$ cat src/accumulator_machine_execute_defines.svh
// assertion macros shared by the execute unit modules
`ifndef ACCUMULATOR_MACHINE_EXECUTE_DEFINES_SVH
`define ACCUMULATOR_MACHINE_EXECUTE_DEFINES_SVH

// consequent must hold in the same cycle as the antecedent
`define AME_ASSERT_NOW(label, ante, cons, msg) \
   label: assert property (@(posedge clock) disable iff (reset) (ante) |-> (cons)) \
      else $error(msg);

// consequent must hold in the cycle after the antecedent
`define AME_ASSERT_NEXT(label, ante, cons, msg) \
   label: assert property (@(posedge clock) disable iff (reset) (ante) |=> (cons)) \
      else $error(msg);

`endif

$ cat src/ame_pkg.sv
package ame_pkg;

   // machine geometry
   localparam int MEM_WORDS = 100;
   localparam int WORD_BITS = 16;
   localparam int ADDR_BITS = 7;
   localparam int CNT_BITS  = $clog2(WORD_BITS);

   localparam logic [ADDR_BITS-1:0] HALT_PC  = ADDR_BITS'(100);
   localparam logic [ADDR_BITS-1:0] MEM_TOP  = ADDR_BITS'(MEM_WORDS);
   localparam logic [CNT_BITS-1:0]  DIV_LAST = CNT_BITS'(WORD_BITS - 1);
   localparam logic [WORD_BITS-1:0] WORD_MIN = {1'b1, {(WORD_BITS-1){1'b0}}};

   // operation codes
   typedef enum logic [3:0] {
      OP_READ   = 4'd0,
      OP_WRITE  = 4'd1,
      OP_LOAD   = 4'd2,
      OP_STORE  = 4'd3,
      OP_ADD    = 4'd4,
      OP_SUB    = 4'd5,
      OP_MUL    = 4'd6,
      OP_DIV    = 4'd7,
      OP_REM    = 4'd8,
      OP_BR     = 4'd9,
      OP_BRNEG  = 4'd10,
      OP_BRZERO = 4'd11,
      OP_HALT   = 4'd12
   } op_type;

   // result status codes
   typedef enum logic [1:0] {
      ST_OK       = 2'd0,
      ST_DIV_ZERO = 2'd1,
      ST_REM_ZERO = 2'd2,
      ST_OVERFLOW = 2'd3
   } status_type;

   // controller states
   typedef enum logic [3:0] {
      S_IDLE   = 4'b0001,
      S_EXEC   = 4'b0010,
      S_DIVIDE = 4'b0100,
      S_DONE   = 4'b1000
   } state_type;

   // controller to datapath
   typedef struct packed {
      logic capture;
      logic exec;
      logic div_step;
      logic commit;
   } cmd_type;

   // datapath to controller
   typedef struct packed {
      logic div_go;
      logic div_last;
      logic out_free;
   } stat_type;

endpackage

$ cat src/ame_ctrl.sv
`include "accumulator_machine_execute_defines.svh"

module ame_ctrl (
   input  logic              clock,
   input  logic              reset,
   input  logic              req_valid,
   output logic              req_ready,
   input  ame_pkg::stat_type stat,
   output ame_pkg::cmd_type  cmd
);

   ame_pkg::state_type state_ff;
   ame_pkg::state_type state_in;

   // next state and commands
   always_comb begin
      state_in     = state_ff;
      cmd          = '0;
      req_ready    = 1'b0;
      unique case (state_ff)
         ame_pkg::S_IDLE: begin
            req_ready = 1'b1;
            if (req_valid) begin
               cmd.capture = 1'b1;
               state_in    = ame_pkg::S_EXEC;
            end
         end
         ame_pkg::S_EXEC: begin
            cmd.exec = 1'b1;
            state_in = stat.div_go ? ame_pkg::S_DIVIDE : ame_pkg::S_DONE;
         end
         ame_pkg::S_DIVIDE: begin
            cmd.div_step = 1'b1;
            if (stat.div_last) begin
               state_in = ame_pkg::S_DONE;
            end
         end
         ame_pkg::S_DONE: begin
            if (stat.out_free) begin
               cmd.commit = 1'b1;
               state_in   = ame_pkg::S_IDLE;
            end
         end
         default: begin
            state_in = ame_pkg::S_IDLE;
         end
      endcase
   end

   // state register
   always_ff @(posedge clock) begin
      if (reset) begin
         state_ff <= ame_pkg::S_IDLE;
      end else begin
         state_ff <= state_in;
      end
   end

   // checks
   `AME_ASSERT_NEXT(a_accept_to_exec, req_valid && req_ready, state_ff == ame_pkg::S_EXEC, "accepted transaction did not enter execute")
   `AME_ASSERT_NOW(a_one_cmd, 1'b1, $onehot0(cmd), "more than one datapath command at once")

endmodule

$ cat src/ame_datapath.sv
`include "accumulator_machine_execute_defines.svh"

module ame_datapath (
   input  logic                                  clock,
   input  logic                                  reset,
   input  ame_pkg::cmd_type                      cmd,
   output ame_pkg::stat_type                     stat,
   input  logic [3:0]                            req_op,
   input  logic [ame_pkg::ADDR_BITS-1:0]         req_address,
   input  logic signed [ame_pkg::WORD_BITS-1:0]  req_read_value,
   input  logic                                  rsp_ready,
   output logic                                  rsp_valid,
   output logic signed [ame_pkg::WORD_BITS-1:0]  rsp_out_value,
   output logic                                  rsp_out_valid,
   output logic [1:0]                            rsp_status,
   output logic signed [ame_pkg::WORD_BITS-1:0]  rsp_acc_now,
   output logic [ame_pkg::ADDR_BITS-1:0]         rsp_next_pc,
   output logic                                  rsp_halted
);

   localparam int W = ame_pkg::WORD_BITS;
   localparam int A = ame_pkg::ADDR_BITS;

   // word memory
   logic [W-1:0] mem [ame_pkg::MEM_WORDS];
   logic [W-1:0] mem_q_ff;

   // architectural state
   logic [W-1:0] acc_ff;
   logic [A-1:0] pc_ff;

   // captured transaction
   logic [3:0]   op_ff;
   logic [A-1:0] addr_ff;
   logic [W-1:0] rv_ff;
   logic         in_range_ff;

   // execute results
   logic [W-1:0] acc_res_ff,   acc_res_in;
   logic [A-1:0] pc_res_ff,    pc_res_in;
   logic [1:0]   status_res_ff, status_res_in;
   logic [W-1:0] outv_res_ff,  outv_res_in;
   logic         outvld_res_ff, outvld_res_in;
   logic         halted_res_ff, halted_res_in;
   logic         we_res_ff,    we_res_in;
   logic [W-1:0] wdata_res_ff, wdata_res_in;
   logic         div_go;

   // divider
   logic [W-1:0]              dvd_ff;
   logic [W-1:0]              dvs_ff;
   logic [W-1:0]              rem_ff;
   logic [ame_pkg::CNT_BITS-1:0] cnt_ff;
   logic                      neg_q_ff;
   logic                      neg_r_ff;
   logic                      is_rem_ff;
   logic                      div_used_ff;
   logic [W:0]                r_shift;
   logic [W:0]                r_diff;

   // output register
   logic         rsp_valid_ff;
   logic [W-1:0] rsp_out_value_ff;
   logic         rsp_out_valid_ff;
   logic [1:0]   rsp_status_ff;
   logic [W-1:0] rsp_acc_now_ff;
   logic [A-1:0] rsp_next_pc_ff;
   logic         rsp_halted_ff;

   logic [W-1:0]   m_word;
   logic [2*W-1:0] prod;
   logic [W-1:0]   acc_abs;
   logic [W-1:0]   m_abs;
   logic [A-1:0]   pc_inc;
   logic [W-1:0]   q_fix;
   logic [W-1:0]   r_fix;
   logic [W-1:0]   acc_final;

   // memory port: one read at capture, one write at commit
   always_ff @(posedge clock) begin
      if (cmd.capture) begin
         mem_q_ff <= mem[req_address];
      end
      if (cmd.commit && we_res_ff && in_range_ff) begin
         mem[addr_ff] <= wdata_res_ff;
      end
   end

   // transaction capture
   always_ff @(posedge clock) begin
      if (cmd.capture) begin
         op_ff       <= req_op;
         addr_ff     <= req_address;
         rv_ff       <= req_read_value;
         in_range_ff <= (req_address < ame_pkg::MEM_TOP);
      end
   end

   // operand and arithmetic
   assign m_word  = in_range_ff ? mem_q_ff : '0;
   assign prod    = acc_ff * m_word;
   assign acc_abs = acc_ff[W-1] ? W'(~acc_ff + W'(1)) : acc_ff;
   assign m_abs   = m_word[W-1] ? W'(~m_word + W'(1)) : m_word;
   assign pc_inc  = A'(pc_ff + A'(1));

   // instruction decode and execute
   always_comb begin
      acc_res_in    = acc_ff;
      pc_res_in     = pc_inc;
      status_res_in = ame_pkg::ST_OK;
      outv_res_in   = '0;
      outvld_res_in = 1'b0;
      halted_res_in = 1'b0;
      we_res_in     = 1'b0;
      wdata_res_in  = rv_ff;
      div_go        = 1'b0;
      unique case (op_ff) inside
         ame_pkg::OP_READ: begin
            we_res_in = 1'b1;
         end
         ame_pkg::OP_WRITE: begin
            outv_res_in   = m_word;
            outvld_res_in = 1'b1;
         end
         ame_pkg::OP_LOAD: begin
            acc_res_in = m_word;
         end
         ame_pkg::OP_STORE: begin
            we_res_in    = 1'b1;
            wdata_res_in = acc_ff;
         end
         ame_pkg::OP_ADD: begin
            acc_res_in = W'(acc_ff + m_word);
         end
         ame_pkg::OP_SUB: begin
            acc_res_in = W'(acc_ff - m_word);
         end
         ame_pkg::OP_MUL: begin
            acc_res_in = prod[W-1:0];
         end
         ame_pkg::OP_DIV, ame_pkg::OP_REM: begin
            if (m_word == '0) begin
               status_res_in = (op_ff == ame_pkg::OP_DIV) ? ame_pkg::ST_DIV_ZERO
                                                          : ame_pkg::ST_REM_ZERO;
               pc_res_in     = pc_ff;
            end else if (acc_ff == ame_pkg::WORD_MIN && m_word == '1) begin
               status_res_in = ame_pkg::ST_OVERFLOW;
               pc_res_in     = pc_ff;
            end else begin
               div_go = 1'b1;
            end
         end
         ame_pkg::OP_BR: begin
            pc_res_in = addr_ff;
         end
         ame_pkg::OP_BRNEG: begin
            if (acc_ff[W-1]) begin
               pc_res_in = addr_ff;
            end
         end
         ame_pkg::OP_BRZERO: begin
            if (acc_ff == '0) begin
               pc_res_in = addr_ff;
            end
         end
         ame_pkg::OP_HALT: begin
            pc_res_in     = ame_pkg::HALT_PC;
            halted_res_in = 1'b1;
         end
         default: begin
         end
      endcase
   end

   // execute result register
   always_ff @(posedge clock) begin
      if (cmd.exec) begin
         acc_res_ff    <= acc_res_in;
         pc_res_ff     <= pc_res_in;
         status_res_ff <= status_res_in;
         outv_res_ff   <= outv_res_in;
         outvld_res_ff <= outvld_res_in;
         halted_res_ff <= halted_res_in;
         we_res_ff     <= we_res_in;
         wdata_res_ff  <= wdata_res_in;
         div_used_ff   <= div_go;
      end
   end

   // restoring divider step on magnitudes
   assign r_shift = {1'b0, rem_ff[W-2:0], dvd_ff[W-1]} | {rem_ff[W-1], {W{1'b0}}};
   assign r_diff  = r_shift - {1'b0, dvs_ff};

   always_ff @(posedge clock) begin
      if (cmd.exec) begin
         dvd_ff    <= acc_abs;
         dvs_ff    <= m_abs;
         rem_ff    <= '0;
         cnt_ff    <= '0;
         neg_q_ff  <= acc_ff[W-1] ^ m_word[W-1];
         neg_r_ff  <= acc_ff[W-1];
         is_rem_ff <= (op_ff == ame_pkg::OP_REM);
      end else if (cmd.div_step) begin
         dvd_ff <= {dvd_ff[W-2:0], ~r_diff[W]};
         rem_ff <= r_diff[W] ? r_shift[W-1:0] : r_diff[W-1:0];
         cnt_ff <= ame_pkg::CNT_BITS'(cnt_ff + 1'b1);
      end
   end

   // sign correction of quotient and remainder
   assign q_fix     = neg_q_ff ? W'(~dvd_ff + W'(1)) : dvd_ff;
   assign r_fix     = neg_r_ff ? W'(~rem_ff + W'(1)) : rem_ff;
   assign acc_final = div_used_ff ? (is_rem_ff ? r_fix : q_fix) : acc_res_ff;

   // controller status
   assign stat.div_go   = div_go;
   assign stat.div_last = (cnt_ff == ame_pkg::DIV_LAST);
   assign stat.out_free = !rsp_valid_ff || rsp_ready;

   // architectural state update
   always_ff @(posedge clock) begin
      if (reset) begin
         acc_ff <= '0;
         pc_ff  <= '0;
      end else if (cmd.commit) begin
         acc_ff <= acc_final;
         pc_ff  <= pc_res_ff;
      end
   end

   // output register
   always_ff @(posedge clock) begin
      if (reset) begin
         rsp_valid_ff <= 1'b0;
      end else if (cmd.commit) begin
         rsp_valid_ff <= 1'b1;
      end else if (rsp_ready) begin
         rsp_valid_ff <= 1'b0;
      end
   end

   always_ff @(posedge clock) begin
      if (cmd.commit) begin
         rsp_out_value_ff <= outv_res_ff;
         rsp_out_valid_ff <= outvld_res_ff;
         rsp_status_ff    <= status_res_ff;
         rsp_acc_now_ff   <= acc_final;
         rsp_next_pc_ff   <= pc_res_ff;
         rsp_halted_ff    <= halted_res_ff;
      end
   end

   assign rsp_valid     = rsp_valid_ff;
   assign rsp_out_value = rsp_out_value_ff;
   assign rsp_out_valid = rsp_out_valid_ff;
   assign rsp_status    = rsp_status_ff;
   assign rsp_acc_now   = rsp_acc_now_ff;
   assign rsp_next_pc   = rsp_next_pc_ff;
   assign rsp_halted    = rsp_halted_ff;

   // checks
   `AME_ASSERT_NOW(a_commit_free, cmd.commit, !rsp_valid_ff || rsp_ready, "result overwritten before taken")
   `AME_ASSERT_NOW(a_rem_below_dvs, cmd.div_step, rem_ff < dvs_ff, "divider remainder not below divisor")
   `AME_ASSERT_NOW(a_fault_holds_pc, cmd.commit && status_res_ff != ame_pkg::ST_OK, pc_res_ff == pc_ff, "faulting divide moved the program counter")

endmodule

$ cat src/accumulator_machine_execute.sv
// accumulator machine execute unit, one instruction per transaction
// sequence: accept, then the execute state, the divider state for divide and remainder
// (16-step restoring divider), then the done state, which commits to the output register;
// a new instruction is taken only after commit; an untaken result stalls the next commit
// reset: synchronous active high; clears accumulator, pc and handshake state, memory unset

module accumulator_machine_execute (
   input  logic                                  clock,
   input  logic                                  reset,
   input  logic                                  req_valid,
   output logic                                  req_ready,
   input  logic [3:0]                            req_op,
   input  logic [ame_pkg::ADDR_BITS-1:0]         req_address,
   input  logic signed [ame_pkg::WORD_BITS-1:0]  req_read_value,
   output logic                                  rsp_valid,
   input  logic                                  rsp_ready,
   output logic signed [ame_pkg::WORD_BITS-1:0]  rsp_out_value,
   output logic                                  rsp_out_valid,
   output logic [1:0]                            rsp_status,
   output logic signed [ame_pkg::WORD_BITS-1:0]  rsp_acc_now,
   output logic [ame_pkg::ADDR_BITS-1:0]         rsp_next_pc,
   output logic                                  rsp_halted
);

   ame_pkg::cmd_type  cmd;
   ame_pkg::stat_type stat;

   // sequencer
   ame_ctrl u_ctrl (
      .clock     (clock),
      .reset     (reset),
      .req_valid (req_valid),
      .req_ready (req_ready),
      .stat      (stat),
      .cmd       (cmd)
   );

   // memory, accumulator, divider and result register
   ame_datapath u_datapath (
      .clock          (clock),
      .reset          (reset),
      .cmd            (cmd),
      .stat           (stat),
      .req_op         (req_op),
      .req_address    (req_address),
      .req_read_value (req_read_value),
      .rsp_ready      (rsp_ready),
      .rsp_valid      (rsp_valid),
      .rsp_out_value  (rsp_out_value),
      .rsp_out_valid  (rsp_out_valid),
      .rsp_status     (rsp_status),
      .rsp_acc_now    (rsp_acc_now),
      .rsp_next_pc    (rsp_next_pc),
      .rsp_halted     (rsp_halted)
   );

endmodule
$ cat config.mk
export PLATFORM = sky130hd
export DESIGN_NAME = accumulator_machine_execute
export DESIGN_NICKNAME = d
export VERILOG_FILES = /design/src/ame_pkg.sv /design/src/ame_ctrl.sv /design/src/ame_datapath.sv /design/src/accumulator_machine_execute.sv
export VERILOG_INCLUDE_DIRS = /design/src /design/src/src
export SDC_FILE = /design/constraint.sdc
export NUM_CORES = 2
export LEC_CHECK = 0
export BUFFER_PORTS_ARGS = -buffer_cell sky130_fd_sc_hd__buf_4
export CAP_MARGIN = 20
export CORE_MARGIN = 8
export CORE_UTILIZATION = 30
export DETAILED_ROUTE_END_ITERATION = 10
export PLACE_DENSITY = 0.45
export SLEW_MARGIN = 30
export SYNTH_ARGS = -nofsm -noshare
export SYNTH_HDL_FRONTEND = slang
export SYNTH_SLANG_ARGS = --single-unit
$ cat constraint.sdc
create_clock -name clock -period 18.3 [get_ports clock]
set_input_delay 2.745 -clock clock [delete_from_list [all_inputs] [get_ports clock]]
set_output_delay 2.745 -clock clock [all_outputs]
set_load 0.02 [all_outputs]
### After elaboration in Yosys (flattened, before gate mapping)

Memory sizes are Yosys's and may differ from the RTL's. A register that Yosys moved wholly into a read port is not among the register bits.
Cells that the tools add are included.

* bits in registers: 215
* bits in writable memories: 1600
* word-level logic and storage cells: 127
* memories: 1
* output and inout port bits: 45

Memories
* u_datapath.mem: words 100, width 16, read ports 1, clocked after Yosys merged registers in 1, wr ports 1, line ame_datapath.sv:25 `logic [W-1:0] mem [ame_pkg::MEM_WORDS];`

* reduce and logical (&&, ||, !) cells: 13
* magnitude comparators: 1
* equality and inequality tests: 22
* add/subtract/negate cells: 9
* muxes and demuxes: 42
* $mul: 1
* bitwise logic cells: 7

Operators by type and width (count)
* 2-to-1 mux 16 bit: 10
* adder 16 x 1 -> 16 bit (second input constant): 4
* inverter 16 bit: 4
* one-hot mux 16 bit (4 select lines): 1
* one-hot mux 7 bit (5 select lines): 1
* equality test 16 bit (second input constant): 2
* zero test 16 bit: 2
* equality test 4 bit (second input constant): 7
* 2-to-1 mux 7 bit: 4
* equality test 4 x 3 -> 1 bit (second input constant): 5
* 2-to-1 mux 1 bit: 17
* bitwise OR 16 x 17 -> 17 bit: 1
* subtractor 17 x 16 -> 17 bit: 1
* adder 16 bit: 1
* multiplier 16 x 16 -> 16 bit: 1
* 2-to-1 mux 4 bit: 4
* one-hot mux 4 bit (4 select lines): 1
* subtractor 16 bit: 1
* 2-to-1 mux 15 bit: 1
* equality test 4 x 2 -> 1 bit (second input constant): 3
* equality test 4 x 1 -> 1 bit (second input constant): 2
* adder 7 x 1 -> 7 bit (second input constant): 1
* less-than comparator 7 bit (second input constant): 1
* 2-to-1 mux 2 bit: 3
* 11 further kinds: 17

### Depth between registers and ports, before layout

* word-level depth: 8
* mapped depth: 26

### Hierarchy

From an unflattened synthesis, not the netlist that was laid out.

* cell total of the unflattened synthesis: 4116
* area total of the unflattened synthesis: 77740.8 sq um

Modules (own cells, without submodules)
* ame_datapath: area each 77465.5 sq um, instances 1, cells an instance 4090, sequential area each 54422.2 sq um
* ame_ctrl: area each 275.3 sq um, instances 1, cells an instance 26, sequential area each 80.1 sq um

### Worst setup path before layout

Ideal clock, no wire load.

* kind: reg-to-reg
* start: register u_datapath.in_range_ff
* end: register u_datapath.acc_res_ff[15], data pin
* data required time: 18.029 ns
* slack: 11.813 ns
* arrival: 6.216 ns
* path buffers: 6
* cell stages (with the launch flop): 26
* cells stage by stage: edfxtp_1 -> clkbuf_1 -> clkbuf_1 -> clkbuf_1 -> clkbuf_1 -> clkbuf_1 -> clkbuf_1 -> nand3_1 -> fa_1 -> inv_1 -> fa_1 -> ha_1 -> fa_1 -> inv_1 -> fa_1 -> fa_1 -> inv_1 -> ha_1 -> or2_2 -> a21oi_1 -> a21oi_1 -> a211oi_1 -> o21bai_1 -> a21oi_1 -> xnor2_1 -> o221ai_1

* cells in the longest elaborated chain, start to end: 3

Ends and longest elaborated chain
* from (decl): line ame_datapath.sv:36 `logic in_range_ff;`
* from (signal assigned): line ame_datapath.sv:95 `in_range_ff <= (req_address < ame_pkg::MEM_TOP);`
* 2-to-1 mux 16 bit (*): line ame_datapath.sv:100 `assign m_word = in_range_ff ? mem_q_ff : '0;`
* multiplier 16 x 16 -> 16 bit, or another cell as far along: line ame_datapath.sv:101 `assign prod = acc_ff * m_word;`
* one-hot mux 16 bit (4 select lines) (*): line ame_datapath.sv:117 `unique case (op_ff) inside`
* net u_datapath.acc_res_in[15]: line ame_datapath.sv:39 `logic [W-1:0] acc_res_ff, acc_res_in;`
* to (signal assigned): line ame_datapath.sv:178 `acc_res_ff <= acc_res_in;`
* to (decl): line ame_datapath.sv:39

The timed path passes the listed nets; every way through them passes the cells marked *.
A chain may end at the register's enable or synchronous reset.

==> results by group <==
GRT
  • Vias in the first global route: 40800
  • First-pass GRT wire length: 315 mm
  • GRT Overall Usage: 16.0%
  • Initial antenna violation count: 14
  • Largest net degree at the start of global routing: 119
  • Global route overflow: 0

Yosys
  • Most used flip-flop cell after synthesis: edfxtp_1
  • Number of synthesized register bits: 1831
  • Sequential area share after synthesis: 70.4%
  • Most frequent cell after synthesis: edfxtp_1
  • Synth Cell Area: 77400 sq um
  • Number of synthesized flops with an enable pin: 1783
  • Post-synth top area cell: edfxtp_1
  • Synth warn: 0
  • Synth top cells by count: edfxtp_1 (1783), mux4_2 (501), nor2_1 (245)
  • Count of cell types in the netlist: 77
  • Share of Yosys cell area claimed by the top area cell type: 69.2%
  • Cells after Synth: 4122
  • Syn nets: 4323
  • Top cells by area, synth: edfxtp_1 (69%), mux4_2 (15%), fa_1 (2.1%)
  • Asr flop ratio synth: 0%
  • Syn Area/Cell: 18.8 sq um

Finish
  • Storage cell area: 54500 sq um
  • Layout cells sized above 1: 26.1%
  • Final Core Density: 34.7%
  • Multi-input logic area: 21800 sq um
  • Fill count: 24100
  • Area Overhead vs Synth: 15.0%
  • Finished Cell Area: 89000 sq um
  • Nets: 4526

Min path
  • Worst hold path startpoint: u_datapath.outv_res_ff[3]
  • Worst Hold End: u_datapath.rsp_out_value[3]
  • HP Class: register to register
  • Worst hold path depth: 0

Timing
  • Final setup viols: 0
  • Slew headroom: 31.0%
  • Fin crit period: 7310 ps
  • Final hold viol count: 0
  • RSZ-0062 raised after global routing: false
  • Slew Viols, Final: 0
  • Tcrit/Tclk final: 40.0%
  • Actual slew at the worst max-slew pin: 1030 ps
  • Maximum clock rate: 137 MHz
  • Setup TNS: 0 ps
  • Clock Skew: 32.0 ps

Floorplan
  • Core region area: 257000 sq um
  • Die W: 524 um
  • Die H: 524 um
  • Row count: 186
  • Initial Utilization: 30.1%
  • IO Count: 76
  • Die Area: 274000 sq um

Routing
  • Wirelength, routed: 223 mm
  • Via Count: 39600
  • Per-cell routed wire length: 28.3 um
  • Detail Route Antenna Nets: 0
  • Vias per inst: 5.03
  • Drt pass-1 iters: 5
  • Starting DRT DRC Count: 3381
  • DRC viols: 0

Power and ir drop
  • Clock share of power: 40.8%
  • Leak: 28.6 nW
  • Switch share: 23.7%
  • Combinational Power Share: 7.6%
  • Net switching power: 0.00217 W
  • Int Power: 0.00698 W
  • Reg power frac: 51.5%
  • Max VDD drop: 0.0890 mV
  • Pwr dens: 103 nW/um^2

Clocking
  • CTS tree: done
  • Hold_buf cts: 0
  • Post-CTS setup buffer count: 0
  • Root buf cell: clkbuf_16
  • Worst skew pair latency: 830 ps
  • Sink Count: 1831
  • TritonCTS Buffers: 192
  • Post-CTS sizing: 0
  • H-tree level count: 4
  • Clock buffer depth: 3
  • Clock Pin Slew Worst Setup and Hold Paths: 60 ps

Placement
  • Routability congestion estimate: 0.800
  • IO Port Bufs: 75
  • Post-DP HPWL: 132 mm
  • Area after DPL: 83000 sq um

Setup path
  • Crit path kind: input pin to register
  • Crit Path Max Fanout: 87
  • Critical R2R Launch: u_datapath.mem_q_ff[1]
  • Arrival @ worst endpoint: 7890 ps
  • Reg2Reg Capture Point: u_datapath.acc_res_ff[15]
  • Type of origin of the critical path: input pin
  • Worst Path Required: 18880 ps
  • Setup crit end kind: register
  • Register-to-register setup slack: 11320 ps
  • R2r worst-path depth: 20

Status
  • Status: finished, final reports clean

Flow run
  • Max Cap Viol: 0
sequential cells by signal (all words and copies together), names as in the netlist, 16 cells and up:
register,flops
u_datapath.rv_ff,16
u_datapath.wdata_res_ff,16
u_datapath.rsp_out_value,16
u_datapath.dvs_ff,16
u_datapath.acc_res_ff,16
u_datapath.acc_ff,16
u_datapath.mem,1600
u_datapath.rsp_acc_now,16
u_datapath.rem_ff,16
u_datapath.dvd_ff,16
u_datapath.mem_q_ff,16
u_datapath.outv_res_ff,16
power by group through the flow:
stage,clock (W),sequential [W],combinational (W)
floorplan,0,0.00480,0.000416
global placement,0,0.00480,0.000702
detailed placement,0,0.00480,0.000707
CTS,0.00383,0.00471,0.000709
global route,0.00398,0.00471,0.000752
finish,0.00373,0.00471,0.000698
per-stage QoR:
step,worst slack (ps),hold slack [ps],total power (W),cells
2_1_floorplan,11810,400,0.00521,4122
3_3_place_gp,9940,404,0.00550,7512
3_5_place_dp,9960,405,0.00551,7513
4_1_cts,10880,419,0.00925,7867
5_1_grt,10640,426,0.00944,7871
6_report,10990,419,0.00914,7873
cells in the final DEF, fill, tap and decap left out, types with 12 or more instances in the layout:
| cell type | n |
|---|---|
| nor3_1 | 18 |
| mux2i_1 | 31 |
| nor2b_1 | 13 |
| mux4_2 | 501 |
| clkbuf_1 | 55 |
| xor2_1 | 56 |
| nor2_4 | 36 |
| nand2b_1 | 25 |
| xnor2_1 | 72 |
| clkinv_1 | 47 |
| mux2_2 | 56 |
| dfxtp_1 | 48 |
| nand3_1 | 45 |
| a31oi_1 | 12 |
| or3_1 | 12 |
| nor2_1 | 152 |
| clkbuf_16 | 194 |
| inv_1 | 160 |
| o21ai_0 | 82 |
| fa_1 | 82 |
| and3_1 | 57 |
| clkinv_2 | 35 |
| a21oi_1 | 98 |
| nor2_2 | 57 |
| nand2_1 | 210 |
| ha_1 | 88 |
| o31ai_1 | 16 |
| buf_4 | 219 |
| a22oi_1 | 12 |
| edfxtp_1 | 1783 |
| and2_1 | 14 |
logic make-up (layout without fill, tap and decap cells):
kind of cell / Yosys count / count (layout) / share of synthesized area, %
AO/OA/AOI/OAI: 322 / 322 / 2.67
XOR/XNOR: 130 / 130 / 1.49
adder cells (fa/ha/maj): 170 / 170 / 3.54
buffers and inverters: 391 / 754 / 2.00
flip-flops: 1831 / 1831 / 70.4
multiplexers: 589 / 589 / 15.8
other: 0 / 4 / 0
AND/OR/NAND/NOR: 689 / 689 / 4.05
worst max path at each step:
stage | startpoint | to | slack [ps] | depth (start not counted)
2_1_floorplan | u_datapath.in_range_ff | u_datapath.acc_res_ff[15] | 11810 | 25
3_3_place_gp | req_address[0] | u_datapath.mem_q_ff[1] | 9940 | 11
3_5_place_dp | req_address[0] | u_datapath.mem_q_ff[1] | 9960 | 11
4_1_cts | req_address[0] | u_datapath.mem_q_ff[1] | 10880 | 11
5_1_grt | req_address[0] | u_datapath.mem_q_ff[1] | 10640 | 11
6_report | req_address[0] | u_datapath.mem_q_ff[1] | 10990 | 11
worst max-delay path, stage by stage:
cell and delay [ps]:
buf_8 490, buf_12 690, buf_4 670, buf_4 760, mux4_2 610, mux4_2 500
nand2_1 80, o21ai_0 270, a211oi_1 450, a21oi_1 80, mux2_2 300
layout make-up:
| type | instances | share of cell area [%] |
|---|---|---|
| flip-flops and latches | 1831 | 61.3 |
| clock inverters | 105 | 0.973 |
| diodes | 4 | 0.0113 |
| clock buffers | 249 | 5.69 |
| inverters | 165 | 0.696 |
| multi-input cells | 1900 | 24.5 |
| repair buffers | 235 | 2.12 |
| well taps | 3384 | 4.76 |
routing by layer:
metal	global-route usage [%]	part of all wire, %
met2	26.5	48
met4	3.48	2.1
met5	0	0
met1	22.2	44
met3	2.55	5.6
(Power assumes the default switching activity.)
